File: src/design/ipfw_pkg.sv
// ----------------------------------------------------------------------------
// ipfw_pkg
// shared types and constants for the ipv6 masked-rule firewall cell chain
// ----------------------------------------------------------------------------
package ipfw_pkg;

	// number of rule slots, one cell per slot (1 to 256)
	localparam int NUM_RULES = 8;

	localparam int ADDR_W  = 64;
	localparam int PRIO_W  = 8;
	localparam int INDEX_W = 8;
	localparam int FLAGS_W = 3;

	// flag bit positions inside a rule
	localparam int FLG_SRC_BIT  = 0;
	localparam int FLG_DST_BIT  = 1;
	localparam int FLG_DROP_BIT = 2;

	// stream widths
	localparam int IN_DATA_W  = 408;
	localparam int IN_USER_W  = 2;
	localparam int OUT_DATA_W = 8;

	typedef enum logic [1:0] {
		MODE_LOOKUP   = 2'd0,
		MODE_ADD      = 2'd1,
		MODE_DEL_ADDR = 2'd2,
		MODE_DEL_IDX  = 2'd3
	} mode_t;

	// one request as it travels down the chain
	typedef struct packed {
		mode_t               mode;
		logic [ADDR_W-1:0]   first_hi;
		logic [ADDR_W-1:0]   first_lo;
		logic [ADDR_W-1:0]   second_hi;
		logic [ADDR_W-1:0]   second_lo;
		logic [ADDR_W-1:0]   mask_hi;
		logic [ADDR_W-1:0]   mask_lo;
		logic [FLAGS_W-1:0]  flags;
		logic [PRIO_W-1:0]   prio;
		logic [INDEX_W-1:0]  rule_index;
	} item_t;

	// running result handed from cell to cell
	typedef struct packed {
		logic [PRIO_W-1:0] best;
		logic              drop;
		logic              pending;
	} carry_t;

endpackage

File: src/design/ipfw_cell.sv
// ----------------------------------------------------------------------------
// ipfw_cell
// one rule slot: holds a rule, applies the passing request, hands it on
// ----------------------------------------------------------------------------
module ipfw_cell (
	input  logic                          clk,
	input  logic                          arst_n,
	input  logic                          en,
	input  logic [ipfw_pkg::INDEX_W-1:0]  slot_id,
	input  logic                          in_valid,
	input  ipfw_pkg::item_t               in_item,
	input  ipfw_pkg::carry_t              in_carry,
	output logic                          out_valid,
	output ipfw_pkg::item_t               out_item,
	output ipfw_pkg::carry_t              out_carry
);

	logic [ipfw_pkg::ADDR_W-1:0]  addr_hi_q;
	logic [ipfw_pkg::ADDR_W-1:0]  addr_lo_q;
	logic [ipfw_pkg::ADDR_W-1:0]  mask_hi_q;
	logic [ipfw_pkg::ADDR_W-1:0]  mask_lo_q;
	logic [ipfw_pkg::PRIO_W-1:0]  prio_q;
	logic [ipfw_pkg::FLAGS_W-1:0] flags_q;

	logic             valid_s1;
	ipfw_pkg::item_t  item_s1;
	ipfw_pkg::carry_t carry_s1;

	logic             occupied;
	logic             src_hit;
	logic             dst_hit;
	logic             write_rule;
	logic             clear_rule;
	logic             step;
	ipfw_pkg::carry_t carry_nxt;

	assign occupied = (flags_q != '0);
	assign step     = en && in_valid;

	assign src_hit = flags_q[ipfw_pkg::FLG_SRC_BIT]
		&& (((in_item.first_hi ^ addr_hi_q) & mask_hi_q) == '0)
		&& (((in_item.first_lo ^ addr_lo_q) & mask_lo_q) == '0);
	assign dst_hit = flags_q[ipfw_pkg::FLG_DST_BIT]
		&& (((in_item.second_hi ^ addr_hi_q) & mask_hi_q) == '0)
		&& (((in_item.second_lo ^ addr_lo_q) & mask_lo_q) == '0);

	always_comb begin
		carry_nxt  = in_carry;
		write_rule = 1'b0;
		clear_rule = 1'b0;
		case (in_item.mode)
			ipfw_pkg::MODE_LOOKUP: begin
				if (occupied && (in_carry.best <= prio_q) && (src_hit || dst_hit)) begin
					carry_nxt.drop = flags_q[ipfw_pkg::FLG_DROP_BIT];
					carry_nxt.best = prio_q;
				end
			end
			ipfw_pkg::MODE_ADD: begin
				// first empty slot down the chain takes the rule
				if (in_carry.pending && !occupied) begin
					write_rule        = 1'b1;
					carry_nxt.pending = 1'b0;
				end
			end
			ipfw_pkg::MODE_DEL_ADDR: begin
				clear_rule = occupied && (addr_hi_q == in_item.first_hi)
					&& (addr_lo_q == in_item.first_lo);
			end
			ipfw_pkg::MODE_DEL_IDX: begin
				clear_rule = (in_item.rule_index == slot_id);
			end
			default: begin
				clear_rule = 1'b0;
			end
		endcase
	end

	// slot occupancy
	always_ff @(posedge clk or negedge arst_n) begin
		if (!arst_n) begin
			flags_q <= '0;
		end else if (step) begin
			if (write_rule) begin
				flags_q <= in_item.flags;
			end else if (clear_rule) begin
				flags_q <= '0;
			end
		end
	end

	// rule contents, meaningful only while occupied
	always_ff @(posedge clk) begin
		if (step && write_rule) begin
			addr_hi_q <= in_item.first_hi;
			addr_lo_q <= in_item.first_lo;
			mask_hi_q <= in_item.mask_hi;
			mask_lo_q <= in_item.mask_lo;
			prio_q    <= in_item.prio;
		end
	end

	always_ff @(posedge clk or negedge arst_n) begin
		if (!arst_n) begin
			valid_s1 <= 1'b0;
		end else if (en) begin
			valid_s1 <= in_valid;
		end
	end

	always_ff @(posedge clk) begin
		if (en) begin
			item_s1  <= in_item;
			carry_s1 <= carry_nxt;
		end
	end

	assign out_valid = valid_s1;
	assign out_item  = item_s1;
	assign out_carry = carry_s1;

endmodule

File: config.mk
export PLATFORM = sky130hd
export DESIGN_NAME = ipfw_cell
export DESIGN_NICKNAME = d
export VERILOG_FILES = /design/src/design/ipfw_pkg.sv /design/src/design/ipfw_cell.sv
export SDC_FILE = /design/constraint.sdc
export NUM_CORES = 1
export LEC_CHECK = 0
export BUFFER_PORTS_ARGS = -buffer_cell sky130_fd_sc_hd__buf_2
export CAP_MARGIN = 0
export CORE_AREA = 2 2 330 332
export DETAILED_ROUTE_END_ITERATION = 6
export DIE_AREA = 0 0 332 334
export PLACE_DENSITY = 0.48
export SYNTH_ARGS = -nofsm -noshare
export SYNTH_HDL_FRONTEND = slang
export SYNTH_SLANG_ARGS = --single-unit
export TNS_END_PERCENT = 20
File: constraint.sdc
create_clock -name clk -period 17.6 [get_ports clk]
set_input_delay 0 -clock clk [delete_from_list [all_inputs] [get_ports clk]]
set_output_delay 0 -clock clk [all_outputs]
set_load 0.005 [all_outputs]
======== Word level (Yosys, flattened, before mapping) ========
Index checks and enable logic that the tools add are counted.
storage, ports and cells
  register bits after elaboration ......... 683
operators by class
  order comparisons ....................... 1
  bitwise gates (word level) .............. 8
  mux-type cells .......................... 9
  eq/ne operators ......................... 6
  reduce and logical (&&, ||, !) cells .... 21
operator list
  operator                                                               number
  64-bit bitwise AND                                                     4
  64-bit logical NOT                                                     4
  64-bit XOR                                                             4
  64-bit equality test                                                   2
  9-bit two-way mux                                                      2
  1-bit logical AND                                                      11
  8-bit equality test                                                    1
  8-bit <= comparator                                                    1
  3-bit two-way mux                                                      2
  2-bit equality test, second input constant                             2
  1-bit two-way mux                                                      4
  3-bit nonzero test                                                     1
  2-bit by 1-bit equality test with 1-bit output, second input constant  1
  2-bit logical NOT                                                      1
  1-bit one-hot mux with 2 select lines                                  1
  2-bit AND reduction                                                    1
  2-bit nonzero test                                                     1
  1-bit logical NOT                                                      1
  1-bit logical OR                                                       1

======== Longest topological paths before layout ========
Gate-level depths: netlist of run 1.
  depth after elaboration ................. 9
  mapped depth ............................ 10
  mapped depth without buffers ............ 10

======== Worst setup path after synthesis of run 1 ========
Ideal clock, no wire load.
  path kind ............................... register -> register
  start ................................... register flags_q[1] (netlist name)
  end ..................................... register flags_q[0] (netlist name)
  path slack .............................. 4.501 ns
  required time ........................... 17.459 ns
  period minus slack after synthesis ...... 13.099 ns
  cell stages (with the launch flop) ...... 6
  buffers on the path ..................... 0
  data arrival time ....................... 12.958 ns
  path through ............................ dfrtp_1 nor3_1 nand3b_1 nor2_1 a41oi_1 a22o_1
on the way
  word-level cells in the longest chain between the ends .. 7
ends and longest elaborated chain
  element                               line             text
  from (decl)                           ipfw_cell.sv:23  logic [ipfw_pkg::FLAGS_W-1:0] flags_q;
  from (signal assigned)                ipfw_cell.sv:84  flags_q <= in_item.flags;
  3-bit nonzero test *                  ipfw_cell.sv:37  assign occupied = (flags_q != '0);
  1-bit logical NOT                     ipfw_cell.sv:60  if (in_carry.pending && !occupied) begin
  1-bit logical AND                     ipfw_cell.sv:60
  1-bit two-way mux                     ipfw_cell.sv:60
  1-bit two-way mux                     ipfw_cell.sv:51  case (in_item.mode)
  2-bit nonzero test (no source line)   n/a
  2-bit AND reduction (no source line)  n/a
Mark *: on every way between the ends. The rest lies on a longest branch, timed or not.
A chain may end at the register's enable or synchronous reset.

==> run_results.csv, run 1 <==
group,metric,value,unit
run_status,outcome,"finished with violations",
run_status,violations,"design-rule violations",
grt,grt_pass1_vias,18500,
placed_design,portBuffers,842,
sta,hold_violations,0,
die,die_h,334,um
pwr,power_switching,0.951,mW
route,viasPerCell,4.26,
cells_and_area,area_growth,52.4,%
clock_network,cts.clk_slew.worst_paths,60,ps
die,num_io_pins,843,
placed_design,post-place-cells,3475,
die,die_w,332,um
clock_network,cts_tree,"built",
pwr,p_clk_share,42.3,%
synthesis,ys_seq_area_share,82.7,%
synthesis,syn_area_per_cell,20.5,um2
route,avgRoutedWirePerCell,27.7,um
grt,gr-total-overflow,0,
clock_network,clock_path_buffers,3,
synthesis,synth_most_common_cell,"edfxtp_1",
clock_network,clock-sinks,683,
synthesis,syn_area,24800,um2
synthesis,syn-num-nets,1642,
placed_design,post-place-ws,13470,ps
die,core,108000,um2
sta,fmax,250,MHz
synthesis,ys_warn_count,0,
setup_path,reg2reg_depth,8,
synthesis,yosys-top-cells-area,"edfxtp_1, xor2_1, a22oi_1",
sta,fin_crit_sh,22.8,%
cells_and_area,regArea,20500,um2
cells_and_area,layoutNonFillerInstCount,4035,
sta,rsz0062_at_grt,"no",
pwr,vdd_drop_max,0.0654,mV
pwr,seqPwrFrac,47.8,%
route,first_pass_iters,7,
sta,setup_tns,0,ps
route,vias,17200,
sta,finalClockSkew,19.7,ps
setup_path,start_kind,"flip-flop",
grt,grt_util_all_layers,19.5,%
route,post-route-drc-count,3,
die,dieArea,111000,um2
min_path,min_path_cells,2,
synthesis,ys_ff_latch,683,
cells_and_area,drive_above_1_share,37.8,%
pwr,power.leakage,14.7,nW
sta,min_period,4010,ps
setup_path,critPathKind,"flip-flop to flip-flop",
setup_path,critPathCaptureType,"flip-flop",
pwr,p_per_area,107,nW/um2
sta,setup_viol,0,
clock_network,ctsHtreeMaxLevel,3,
die,start_util,23.0,%
cells_and_area,n_fill_cell,10300,
synthesis,synth_cell_types,32,
setup_path,worstReg2RegStart,"addr_hi_q[29]",
clock_network,cts_setup_buffers,0,
route,wl,112,mm
cells_and_area,fin_util,35.0,%
route,drtIter0Drc,1241,
sta,layout_setup_ws,13590,ps
pwr,internal_power,3.08,mW
grt,grt_max_degree,132,
cells_and_area,multi_input_area,4280,um2
clock_network,cts_buffers,80,
clock_network,clk_latency,650,ps
placed_design,place.gp.congestion,0.865,
die,rows,121,
pwr,switching_share,23.6,%
placed_design,hpwl,88.8,mm
job,cap_violations,0,
sta,maxSlewViolCount,0,
min_path,min_to,"mask_lo_q[33]",
setup_path,arrival,4390,ps
sta,slew_headroom,22.7,%
setup_path,worstPathRequired,17980,ps
synthesis,synth_largest_area_cell,"edfxtp_1",
min_path,hold_path.class,"input pin to flip-flop",
setup_path,r2r_setup_slack,13590,ps
synthesis,async_flop_share,0.586,%
grt,antenna_found_initial,14,
synthesis,synthCells,1207,
pwr,combPwrFrac,9.9,%
min_path,hold_path.startpoint,"in_item[52]",
route,ant_nets,0,
setup_path,path_max_fanout,9,
setup_path,reg2reg_to,"out_carry[5]",
clock_network,cts_root_buffer,"clkbuf_16",
synthesis,ys_top_cells_by_count,"edfxtp_1, xor2_1, a22oi_1",
sta,worst_slew_pin_slew,1150,ps
pwr,power,4.04,mW
synthesis,ys.flop_type,"edfxtp_1",
grt,grt_pass1_wl,148,mm
synthesis,synth_enable_flop_cells,679,
synthesis,synth_top_area_share,82.3,%
cells_and_area,nets,2997,
==> sequential cells by signal, indices dropped and copies added (netlist names) <==
| name | count |
|---|---|
| addr_hi_q | 64 |
| addr_lo_q | 64 |
| mask_hi_q | 64 |
| flags_q | 3 |
| out_valid | 1 |
| out_item | 405 |
| prio_q | 8 |
| out_carry | 10 |
| mask_lo_q | 64 |
==> metrics by stage <==
| stage | hold slack, ps | instance area (um2) |
|---|---|---|
| final | 98.6 | 37800 |
| after CTS | 33.0 | 37800 |
| after detailed placement | -173 | 30900 |
| after floorplan | -296 | 24800 |
| after global routing | 56.7 | 37800 |
| after global placement | -178 | 30900 |
==> routing by layer <==
metal  global-route usage [%]  vias to the layer above  part of all wire (%)
li1                         -                     7604                     -
met1                     23.5                     8614                    40
met2                     35.4                      813                    52
met3                     4.08                      136                   6.0
met4                     4.73                        8                   1.8
met5                        0                        -                 0.054
==> final cells by class <==
type / instances / share of cell area (%)
sequential: 683 / 54.3
timing repair buffer: 1273 / 22.6
multi-input combinational: 516 / 11.3
clock buffer: 92 / 5.70
tap: 1414 / 4.68
clock inverter: 45 / 1.36
inverter: 8 / 0.0795
antenna: 4 / 0.0265
==> cell families after synthesis <==
kind of cell,Yosys count,share of synthesized area (%)
DFF,683,82.7
AOI/OAI and AO/OA,139,4.57
buffers and inverters,8,0.121
adders and majority gates,8,0.404
and+or+nand+nor,95,2.31
muxes,10,0.591
xor gates and xnor gates,264,9.33
==> worst max-delay path, stage by stage, from the launching register on <==
cell and delay [ps]:
edfxtp_1 460, xor2_1 200, a22o_1 240, a221oi_1 770, nand4_1 450, nor4_1 630
and4_1 420, o21ai_4 180, mux2_4 370
==> how the worst max path moves through the flow <==
stage,depth (start not counted),to,startpoint
after CTS,8,out_carry[5],addr_hi_q[29]
after detailed placement,8,out_carry[5],addr_hi_q[29]
after global placement,8,out_carry[4],addr_hi_q[29]
after floorplan,5,flags_q[0],flags_q[1]
after global routing,8,out_carry[5],addr_hi_q[29]
final,8,out_carry[5],addr_hi_q[29]
==> power by group through the flow <==
stage | Clock (mW) | Combinational (mW) | Sequential [mW]
after floorplan | 0 | 0.0574 | 1.97
after global placement | 0 | 0.329 | 1.96
after detailed placement | 0 | 0.329 | 1.96
after CTS | 1.75 | 0.406 | 1.93
after global routing | 1.82 | 0.426 | 1.94
final | 1.71 | 0.399 | 1.93
==> cells in the final DEF (no fill, tap or decap), types with 3 or more instances in the layout <==
cell,synthesis,layout
buf_2,0,841
edfxtp_1,679,679
dlygate4sd3_1,0,419
xor2_1,263,263
clkbuf_16,0,85
a22oi_1,74,74
nor4_1,40,39
nand4_1,34,34
a22o_1,28,28
a221oi_1,23,23
buf_4,0,11
clkinv_1,0,10
mux2_4,9,9
bufinv_16,0,9
inv_1,8,8
ha_1,8,8
inv_6,0,8
clkbuf_1,0,7
clkinv_4,0,7
clkinvlp_4,0,7
nand3_1,6,6
diode_2,0,4
clkinv_2,0,4
dfrtp_1,4,4
nor3_1,3,3
nor2_1,4,3
==> timing repair <==
item	in CTS	in global routing
gates resized for setup	0	0
hold endpoints to repair	734	0
hold buffers	419	0
Note: power is estimated with default switching activity, not from simulation.
==> inputs of run 2 (changes only) <==
==> constraint.sdc (replaced) <==
create_clock -name clk -period 4.01 [get_ports clk]
set_input_delay 0 -clock clk [delete_from_list [all_inputs] [get_ports clk]]
set_output_delay 0 -clock clk [all_outputs]
set_load 0.005 [all_outputs]
==> run_results.csv, run 2 (synthesis results as in run 1) <==
group,metric,value,unit
die,rows,121,
cells_and_area,layoutNonFillerInstCount,4053,
placed_design,post-place-ws,589,ps
route,post-route-drc-count,0,
job,cap_violations,0,
grt,top_usage_layer,"met2",
sta,fin_crit_sh,90.1,%
cells_and_area,final_common_cell,"buf_2",
cells_and_area,nets,3005,
clock_network,cts_setup_buffers,0,
sta,slew_headroom,35.0,%
sta,worst_slew_pin_slew,975,ps
route,first_pass_iters,5,
placed_design,post-place-cells,3483,
route,wl,113,mm
route,vias,17400,
setup_path,path_max_fanout,3,
cells_and_area,final_cell_mix,"buf_2, edfxtp_1, dlygate4sd3_1",
setup_path,critPathKind,"flip-flop to flip-flop",
grt,use_met2,35.3,%
setup_path,worstPathRequired,4530,ps
clock_network,clk_latency,650,ps
die,die_h,334,um
die,die_w,332,um
route,viasPerCell,4.28,
grt,grt_util_all_layers,19.7,%
pwr,power.leakage,14.8,nW
pwr,power,17.8,mW
die,start_util,23.0,%
grt,grt_pass1_vias,18600,
cells_and_area,drive_above_1_share,38.0,%
placed_design,portBuffers,842,
run_status,outcome,"complete, no violations",
setup_path,start_kind,"flip-flop",
grt,grt.met1_usage,24.3,%
sta,setup_viol,0,
sta,setup_tns,0,ps
clock_network,cts_tree,"built",
die,num_io_pins,843,
placed_design,hpwl,89.3,mm
sta,maxSlewViolCount,0,
sta,finalClockSkew,22.0,ps
clock_network,cts_root_buffer,"clkbuf_16",
setup_path,arrival,4130,ps
die,dieArea,111000,um2
clock_network,clock-sinks,683,
sta,hold_violations,0,
grt,grt_max_degree,160,
sta,layout_setup_ws,399,ps
placed_design,place.gp.congestion,0.822,
min_path,hold_path.class,"input pin to flip-flop",
sta,rsz0062_at_grt,"no",
cells_and_area,area_growth,53.0,%
grt,use_met3,3.44,%
clock_network,clock_path_buffers,3,
die,core,108000,um2
clock_network,ctsHtreeMaxLevel,3,
setup_path,r2r_setup_slack,400,ps
sta,fmax,277,MHz
grt,grt_pass1_wl,149,mm
grt,antenna_found_initial,17,
pwr,vdd_drop_max,0.342,mV
clock_network,cts.clk_slew.worst_paths,60,ps
route,ant_nets,0,
setup_path,critPathCaptureType,"flip-flop",
clock_network,cts_buffers,79,
route,drtIter0Drc,1120,
route,avgRoutedWirePerCell,27.8,um
cells_and_area,largest_reg_flops,405,
pwr,p_per_area,468,nW/um2
cells_and_area,fin_util,35.2,%
grt,gr-total-overflow,0,
sta,min_period,3610,ps
run 2: cell count changes in the layout (fill, tap and decap cells not counted), moves of 2 or more:
| cell | change |
|---|---|
| buf_12 | +4 |
| buf_4 | +4 |
| bufinv_16 | +2 |
| clkbuf_1 | +6 |
| clkbuf_16 | -3 |
| clkinv_2 | +7 |
| clkinv_4 | -3 |
| clkinvlp_4 | -4 |
run 2: final cells by class:
type                       count  area [um2]
fill                       10200       69900
sequential                   683       20500
timing repair buffer        1282        8640
multi-input combinational    516        4290
clock buffer                  96        2110
tap                         1414        1770
clock inverter                49         576
inverter                       8        30.0
antenna                        5        12.5
run 2: layer usage:
| metal | wire [um] | vias up |
|---|---|---|
| met3 | 5940 | 130 |
| met5 | 54 | - |
| met4 | 2310 | 8 |
| met1 | 46700 | 8803 |
| li1 | - | 7624 |
| met2 | 57600 | 802 |
run 2: worst max-delay path, cell delays in order (launching register included):
cell and delay, ps:
edfxtp_1 410, xor2_1 220, nor4_1 840, nand4_1 190, nor4_1 330, nand4_1 330
o41ai_1 160, a41oi_1 150, dlygate4sd3_1 640, a22o_1 210
run 2: report_power, final:
part	total (mW)	internal [mW]	switching [mW]
Combinational	1.76	0.791	0.973
Clock	7.53	4.50	3.03
Sequential	8.48	8.31	0.161
run 2: timing repair:
item,in CTS,in global routing
gates resized for setup,0,1
hold endpoints to repair,732,0
setup endpoints to repair,0,1
hold buffers,420,0
run 2: final timing paths:
kind,from,endpoint,cells after the start
setup reg to reg,addr_lo_q[41],flags_q[0],9
max in group asynchronous,arst_n,out_valid,3
hold / removal,in_item[108],out_item[108],2
min in group asynchronous,arst_n,flags_q[1],3
hold reg to reg,out_valid,out_valid,1
setup / recovery,addr_lo_q[41],flags_q[0],9
run 2: stage by stage:
step	hold slack, ps	instance area, um2
after floorplan	-296	24800
after global placement	-170	31000
after detailed placement	-166	31000
after CTS	22.2	37900
after global routing	62.2	37900
final	88.3	37900
